$ cat src/rtl/core/vss_pkg.sv
package vss_pkg;

  localparam int unsigned NumVenues = 8;
  localparam int unsigned IdxW      = 3;
  localparam int unsigned ScoreW    = 23;

  typedef enum logic [1:0] {
    ModeWrite = 2'd0,
    ModeBest  = 2'd1,
    ModeTop   = 2'd2,
    ModeNone  = 2'd3
  } mode_e;

  // Stored venue entry.
  typedef struct packed {
    logic        enabled;
    logic        internal_liq;
    logic [30:0] size_limit;
    logic [6:0]  prio;
    logic [19:0] latency;
    logic [19:0] fill;
    logic [19:0] fee;
  } entry_t;

  // Request passed from the front end to the back end.
  typedef struct packed {
    mode_e       mode;
    logic [2:0]  index;
    entry_t      entry;
    logic [31:0] quantity;
    logic [3:0]  max_venues;
  } req_t;

  localparam int unsigned EntryW = $bits(entry_t);
  localparam int unsigned ReqW   = $bits(req_t);

endpackage

$ cat src/rtl/core/vss_front.sv
// Two-entry request queue; drops unused mode codes.
module vss_front (
  input  logic              clk_i,
  input  logic              rst_ni,
  input  logic              in_valid_i,
  output logic              in_ready_o,
  input  vss_pkg::req_t     in_req_i,
  output logic              q_valid_o,
  input  logic              q_ready_i,
  output vss_pkg::req_t     q_req_o
);

  vss_pkg::req_t slot_q [2];
  logic [1:0] cnt_q, cnt_d;
  logic       rd_q, wr_q;
  logic       push, pop;

  assign in_ready_o = (cnt_q != 2'd2);
  assign push = in_valid_i && in_ready_o && (in_req_i.mode != vss_pkg::ModeNone);
  assign pop  = q_valid_o && q_ready_i;
  assign q_valid_o = (cnt_q != 2'd0);
  assign q_req_o = slot_q[rd_q];

  always_comb begin
    cnt_d = cnt_q;
    if (push && !pop) cnt_d = cnt_q + 2'd1;
    else if (!push && pop) cnt_d = cnt_q - 2'd1;
  end

  always_ff @(posedge clk_i or negedge rst_ni) begin
    if (!rst_ni) begin
      cnt_q <= 2'd0;
      rd_q  <= 1'b0;
      wr_q  <= 1'b0;
    end else begin
      cnt_q <= cnt_d;
      if (push) wr_q <= ~wr_q;
      if (pop) rd_q <= ~rd_q;
    end
  end

  always_ff @(posedge clk_i) begin
    if (push) slot_q[wr_q] <= in_req_i;
  end

endmodule

$ cat config.mk
export PLATFORM = sky130hd
export DESIGN_NAME = vss_front
export DESIGN_NICKNAME = d
export VERILOG_FILES = /design/src/rtl/core/vss_pkg.sv /design/src/rtl/core/vss_front.sv
export SDC_FILE = /design/constraint.sdc
export NUM_CORES = 1
export LEC_CHECK = 0
export ABC_CLOCK_PERIOD_IN_PS = 9130
export CAP_MARGIN = 20
export CORE_MARGIN = 4
export CORE_UTILIZATION = 30
export DETAILED_ROUTE_END_ITERATION = 12
export DONT_BUFFER_PORTS = 1
export MAX_ROUTING_LAYER = met4
export PLACE_DENSITY = 0.43
export SLEW_MARGIN = 20
export SYNTH_ARGS = -nofsm -noshare
export SYNTH_HDL_FRONTEND = slang
export SYNTH_SLANG_ARGS = --single-unit
export TNS_END_PERCENT = 1
$ cat constraint.sdc
create_clock -name clk_i -period 9.13 [get_ports clk_i]
set_input_delay 0.4565 -clock clk_i [delete_from_list [all_inputs] [get_ports clk_i]]
set_output_delay 0.4565 -clock clk_i [all_outputs]
set_load 0.005 [all_outputs]
---- Word level (Yosys, flattened, before mapping) ----
Memories as Yosys holds them, arrays and structs flattened.
Index checks and enable logic that the tools add are counted.
storage, ports and cells
  register bits ........................... 4
  bits in writable memories ............... 282
  output and inout bits ................... 143
  memories kept ........................... 1
operators by class
  $add $sub $neg .......................... 2
  equality and inequality tests ........... 2
  muxes and demuxes ....................... 4
  bitwise operators ....................... 2
  reductions and logical operators ........ 9
memory list
  memory  words  bits a word  read ports  clocked after memory_dff  write ports  line             RTL
  slot_q  2      141          1           0                         1            vss_front.sv:13  vss_pkg::req_t slot_q [2];
operator list
  cell                 number
  $logic_and 1x1->1    5
  $mux 2               2
  $ne 2x2->1 const B   2
  $reduce_bool 2->1    2
  $add 2x1->2 const B  1
  $logic_not 1->1      2
  $mux 1               2
  $not 1->1            2
  $sub 2x1->2 const B  1

---- Logic depth before layout (Yosys ltp) ----
Gate-level depths: netlist of run 1.
  word-level depth ........................ 7
  depth in mapped cells ................... 7
  gate-level depth less buffers ........... 7

---- Worst setup path after synthesis of run 1 ----
No wires, ideal clock.
  path type ............................... flip-flop to flip-flop
  start ................................... register cnt_q[0]
  end ..................................... memory slot_q[0][0] in the netlist's numbering (enable)
  setup time .............................. 0.644 ns
  arrival time ............................ 6.555 ns
  path slack .............................. 1.931 ns
  cell stages (with the launch flop) ...... 4
  path buffers ............................ 0
  clock period less this slack ............ 7.199 ns
  path through ............................ dfrtp_1 -> nand2b_1 -> nand3_1 -> nor2_1
between the ends
  longest elaborated chain between the ends .. 5
ends and longest elaborated chain
  what                            line             RTL
  start, declared                 vss_front.sv:14  logic [1:0] cnt_q, cnt_d;
  start signal, assigned          vss_front.sv:36  cnt_q <= cnt_d;
  $ne 2x2->1                      vss_front.sv:18  assign in_ready_o = (cnt_q != 2'd2);
  named net in_ready_o            vss_front.sv:6   output logic in_ready_o,
  $logic_and 1x1->1 (2 in a row)  vss_front.sv:19  assign push = in_valid_i && in_ready_o && (in_req_i.mode != vss_pkg::ModeNone);
  $mux 1                          vss_front.sv:43  if (push) slot_q[wr_q] <= in_req_i;
  $mux 1 (implied by the code)    vss_front.sv:43
  end, declared                   vss_front.sv:13
The timed path passes the listed nets, and every way through them passes these cells.

==> results of run 1 <==
cell type report:
cell class / instances / area (µm²)
tap: 455 / 569.3
sequential: 286 / 8572
multi-input combinational: 155 / 1996
clock buffer: 37 / 798.3
clock inverter: 19 / 121.4
inverter: 2 / 7.507
timing repair buffer: 150 / 1481
antenna: 3 / 7.507
fill: 3158 / 21330
flip-flops by register name, summed over array words and instances, names as in the netlist:
register and cells:
wr_q 1, rd_q 1, cnt_q 2, slot_q 282
cells in the final DEF, fill, tap and decap left out, drive strengths merged, types with 2 or more instances in the layout:
cell type,Yosys,routed
xnor2,3,3
clkbuf,0,37
dlygate4sd3,0,142
buf,16,8
mux2,141,141
clkinvlp,0,3
xor2,2,2
inv,2,2
edfxtp,282,282
nand2,2,2
diode,0,3
nor2,3,3
dfrtp,4,4
clkinv,0,15
critical path, cell delays in order (launching register included):
cell and delay, ns:
dfrtp_4 0.86, buf_4 0.77, buf_4 0.80, mux2_2 0.45
what timing repair did:
| item | 4_1_cts | 5_1_grt |
|---|---|---|
| hold endpoints to repair | 286 | 0 |
| gates resized for setup | 0 | 0 |
| hold buffers | 142 | 0 |
cells by family after synthesis:
family / after synthesis / share of synthesized area (%)
adders and majority gates: 1 / 0.1169
DFF: 286 / 80.08
muxes: 141 / 17.65
buffers and inverters: 18 / 1.403
and+or+nand+nor: 8 / 0.3392
xor gates and xnor gates: 5 / 0.4094
routing by layer:
| metal | global-route usage [%] | vias up | share of wire, % |
|---|---|---|---|
| met3 | 5.556 | 45 | 12 |
| met4 | 2.465 | 0 | 2.2 |
| met5 | - | - | 0 |
| li1 | - | 2161 | - |
| met1 | 13.78 | 2320 | 43 |
| met2 | 15.25 | 218 | 43 |
worst min-delay path by stage:
stage	startpoint	endpoint	slack, ns	cells after the start
finish	q_ready_i	rd_q	0.09	2
global route	q_ready_i	rd_q	0.09	2
CTS	q_ready_i	rd_q	0.06	2
detailed placement	rst_ni	cnt_q[1]	0.16	0
global placement	rst_ni	cnt_q[1]	0.16	0
floorplan	rst_ni	cnt_q[0]	0.16	0
power by group:
group	switching, µW	total, µW	internal [µW]
Clock	464	1110	645
Combinational	456	904	449
Sequential	102	1820	1720
Total	1020	3840	2820
Yosys cell counts:
| library cell | number | area, µm² |
|---|---|---|
| nand3_1 | 1 | 5.000 |
| buf_2 | 6 | 30.03 |
| ha_1 | 1 | 12.51 |
| dfrtp_1 | 4 | 100.1 |
| edfxtp_1 | 282 | 8468 |
| buf_6 | 10 | 112.6 |
| inv_1 | 2 | 7.510 |
| or2_2 | 1 | 6.260 |
| nand2b_1 | 1 | 6.260 |
| nor2_1 | 3 | 11.26 |
| mux2_2 | 61 | 686.9 |
| xnor2_1 | 3 | 26.28 |
| mux2_4 | 80 | 1201 |
| nand2_1 | 2 | 7.510 |
| xor2_1 | 2 | 17.52 |
stage by stage:
| step | cell area [µm²] | total power, µW | worst slack [ns] |
|---|---|---|---|
| 2_1_floorplan | 10700 | 2589 | 1.931 |
| 3_3_place_gp | 11200 | 2712 | 5.703 |
| 3_5_place_dp | 11200 | 2727 | 5.629 |
| 4_1_cts | 13550 | 3910 | 5.018 |
| 5_1_grt | 13550 | 4044 | 4.849 |
| 6_report | 13550 | 3837 | 5.075 |
==> impl_results.md, run 1 <==
- Status: finished, final reports clean
- Crit path max fanout: 59
- Worst EP arrival: 3.60 ns
- Crit path to: q_req_o[1]
- DIE WIDTH: 196.8 µm
- R2R Path Start: cnt_q[0]
- Clk_lat worst skew: 0.55 ns
- Clock Sinks: 286
- Synth unique cells: 15
- Vias in the first global route: 5,064
- Setup Buffers After CTS: 0
- Share of cells above drive strength 1: 29.58%
- Nets: 771
- Final setup viols: 0
- R2R setup slack: 6.46 ns
- Die H: 196.8 µm
- Cells on worst reg2reg path: 5
- Unrepaired setup endpoints after global routing: no
- PortBufs: 0
- Post-route DRC: 0
- CTS max path bufs: 3
- Slew margin rel.: 41.01%
- Root buffer cell: clkbuf_16
- Peak supply drop: 0.1786 mV
- HPWL after DPL: 14,750 µm
- Critical Path Source: rd_q
- Worst path required time: 8.67 ns
- Max H-tree Level: 1
- Initial DRC count: 157
- DR WL/cell: 19.41 µm
- Synth warn: 0
- Worst-path clk slew: 0.06 ns
- Skew final: 0.02627 ns
- Largest net degree at the start of global routing: 60
- Period utilization: 44.41%
- Placed Cells: 906
- Max Fclk: 246.6 MHz
- Synthesized area per cell: 23.31 µm²
- Initial Util: 30.67%
- Worst Setup Path Type: reg2out
- Core area: 34,880 µm²
- Die ar.: 38,750 µm²
- Area growth, synth to finish: 26.68%
- Final Hold Slack: 0.09086 ns
- Cell Count, Final, Fillers Out: 1,107
- Initial antenna violation count: 3
- Power Density: 283.1 nW/µm²
- Syn_nets: 605
- Startpoint Class: flip-flop
- Tmin final: 4.055 ns
- Worst r2r dst: slot_q[1][116]
- P_leak: 0.004666 µW
- Synthesized area: 10,700 µm²
- Vias: 4,744
- Seq/Total Area, Yosys: 80.08%
- Final TNS setup: 0 ns
- Global-route wire length before repair: 31,530 µm
- First-pass DRT Iterations: 4
- Via density: 4.285
- Min-delay worst type: in2reg
- Total grt overflow: 0
- CTS buffer count: 30
- Tightest Pin Transition: 0.8848 ns
- # IOs: 288
- Slew Viols, Final: 0
- Clock tree from TritonCTS: yes
- Final hold vios: 0
- Final core occ: 38.85%
- DRT antenna net count: 0
- Yosys reg bits: 286
- Maxcap violations: 0
- Tot GR Track Use: 10.75%
- Num rows: 68
- Gate count after technology mapping: 459
- CP endpoint kind: output port
- Total Wirelength: 21,490 µm
- Routability cong.: 0.7249
(Power assumes the default switching activity.)
==> inputs of run 2 (changes only) <==
ABC_CLOCK_PERIOD_IN_PS = 3900   (was 9130)
clock period = 3.9 ns   (was 9.13 ns; I/O delays follow)
==> impl_results.md, run 2 (synthesized netlist as in run 1, its figures left out) <==
- Die ar.: 38,750 µm² (unchanged)
- Cells along the critical path: buf_4 -> mux2_2
- CTS buffer count: 31 (+3.3%)
- Power Density: 669.3 nW/µm² (+140%)
- R2R setup slack: 1.58 ns (-4.88 ns)
- Largest Register: slot_q
- Clock Sinks: 286 (unchanged)
- CTS max path bufs: 3 (unchanged)
- DIE WIDTH: 196.8 µm (unchanged)
- Die H: 196.8 µm (unchanged)
- Worst path required time: 3.70 ns (-4.97 ns)
- Area taken by flip-flops and latches: 8572 µm² (unchanged)
- Global-route wire length before repair: 31,510 µm (about the same)
- Tot GR Track Use: 10.88% (+0.13 points)
- Startpoint Class: flip-flop
- Most frequent cells in the layout: 282 x edfxtp_1, 145 x dlygate4sd3_1, 80 x mux2_4, 61 x mux2_2, 31 x clkbuf_16
- Slew margin rel.: 30.09% (-11 points)
- DR WL/cell: 19.65 µm (+1.2%)
- Max H-tree Level: 1 (unchanged)
- Status: finished, final reports clean
- Max reg flops: 282 (unchanged)
- Final hold vios: 0 (unchanged)
- Crit path max fanout: 57 (-3.4%)
- Via density: 4.315 (+0.70%)
- CP max stage cell: dfrtp_4
- Tightest Pin Transition: 1.049 ns (+0.1638 ns)
- Top sig layer: met4
- Worst Setup Path Type: reg2out
- Area growth, synth to finish: 27.26%
- Nets: 775 (+0.52%)
- Total Wirelength: 21,810 µm (+1.5%)
- Top flop regs: slot_q: 282 flops, cnt_q: 2 flops
- Tmin final: 2.663 ns
- Initial antenna violation count: 4 (+1)
- Final core occ: 39.03% (+0.18 points)
- Worst-path clk slew: 0.06 ns (about the same)
- Most common cell after layout, fill and taps aside: edfxtp_1
- DRT antenna net count: 0 (unchanged)
- Peak supply drop: 0.5025 mV (+180%)
- Largest net degree at the start of global routing: 74 (+23%)
- Maxcap violations: 0 (unchanged)
- Vias in the first global route: 5,306 (+4.8%)
- Core area: 34,880 µm² (unchanged)
- Cell Count, Final, Fillers Out: 1,110 (+0.27%)
- Setup Buffers After CTS: 0 (unchanged)
- Clk_lat worst skew: 0.55 ns (about the same)
- Num rows: 68 (unchanged)
- P_leak: 0.004702 µW (+0.76%)
- PortBufs: 0 (unchanged)
- Vias: 4,790 (+0.97%)
- Fillcell total: 3,138 (-0.63%)
- CP endpoint kind: output port
- Max incr delay on CP: 0.99 ns (+0.13 ns)
- Area of the multi-input gates: 1996 µm² (unchanged)
- Placed Cells: 906 (unchanged)
- Period utilization: 68.28%
- Worst EP arrival: 2.47 ns (-1.13 ns)
- Post-route DRC: 0 (unchanged)
- Post-layout total power: 9113 µW (+140%)
- Met1 WL: 8357 µm (-9.0%)
- # IOs: 288 (unchanged)
- Total grt overflow: 0 (unchanged)
- Slew Viols, Final: 0 (unchanged)
- Share of cells above drive strength 1: 29.65% (+0.063 points)
- Root buffer cell: clkbuf_16
- Final setup viols: 0 (unchanged)
- Met3 wire len: 2605 µm (+4.0%)
- WL met2: 10,420 µm (+12%)
- Initial Util: 30.67% (unchanged)
- First-pass DRT Iterations: 4 (unchanged)
- Min-delay worst type: in2reg
- Routability cong.: 0.7039 (-2.9%)
- Initial DRC count: 154 (-1.9%)
- Unrepaired setup endpoints after global routing: no
- Max Fclk: 375.5 MHz
- Skew final: 0.006782 ns (-0.01949 ns)
- Clock tree from TritonCTS: yes
[run 2: cell count changes in the layout (fill, tap and decap cells not counted), sizes merged]
cell and change:
clkinv -2, dlygate4sd3 +3, diode +1, inv +2
clkinvlp -2, bufinv +1
[run 2: worst max-delay path: cells and delay by family (launching register included)]
family,cells,cell delay (ns)
DFF,1,0.99
muxes,1,0.41
buffers and inverters,1,0.45
[run 2: path summary, 6_finish.rpt]
check / from / to / depth (start not counted)
setup / recovery: rd_q / q_req_o[41] / 2
hold / removal: in_req_i[140] / wr_q / 3
setup reg to reg: cnt_q[0] / slot_q[0][54] / 4
hold reg to reg: cnt_q[1] / cnt_q[1] / 1
max in group asynchronous: rst_ni / rd_q / 2
min in group asynchronous: rst_ni / cnt_q[0] / 2
[run 2: repair_timing]
action                                  4_1_cts  5_1_grt
endpoints found under the setup margin        0        0
hold endpoints to repair                    289        0
gates resized for setup                       0        0
hold buffers                                145        0
[run 2: routing by layer]
layer,up-vias,track usage (%)
met5,-,-
met4,0,2.517
met3,32,5.795
met2,213,17.30
met1,2373,12.20
li1,2172,-
[run 2: cell type report]
type                            count  share of cell area [%]
Clock buffer                       37                   5.863
Tap cell                          455                   4.181
Clock inverter                     18                   1.020
Multi-Input combinational cell    155                   14.66
Timing Repair Buffer              153                   11.19
Sequential cell                   286                   62.96
Antenna cell                        4                 0.07352
Inverter                            2                 0.05514
[run 2: through the flow]
| step | hold slack, ns | setup slack (ns) | TNS (ns) | area [µm²] |
|---|---|---|---|---|
| finish | 0.07191 | 1.237 | 0 | 13620 |
| global route | 0.08950 | 1.109 | 0 | 13620 |
| floorplan | -0.1006 | -0.9441 | -266.18 | 10700 |
| detailed placement | -0.1002 | 1.598 | 0 | 11220 |
| CTS | 0.04127 | 1.147 | 0 | 13610 |
| global placement | -0.1003 | 1.673 | 0 | 11220 |
[run 2: where the power goes]
group | internal [µW] | switching (µW) | total [µW]
clock | 1580 | 1110 | 2690
sequential | 4030 | 256 | 4290
combinational | 1060 | 1070 | 2130
total | 6670 | 2440 | 9110
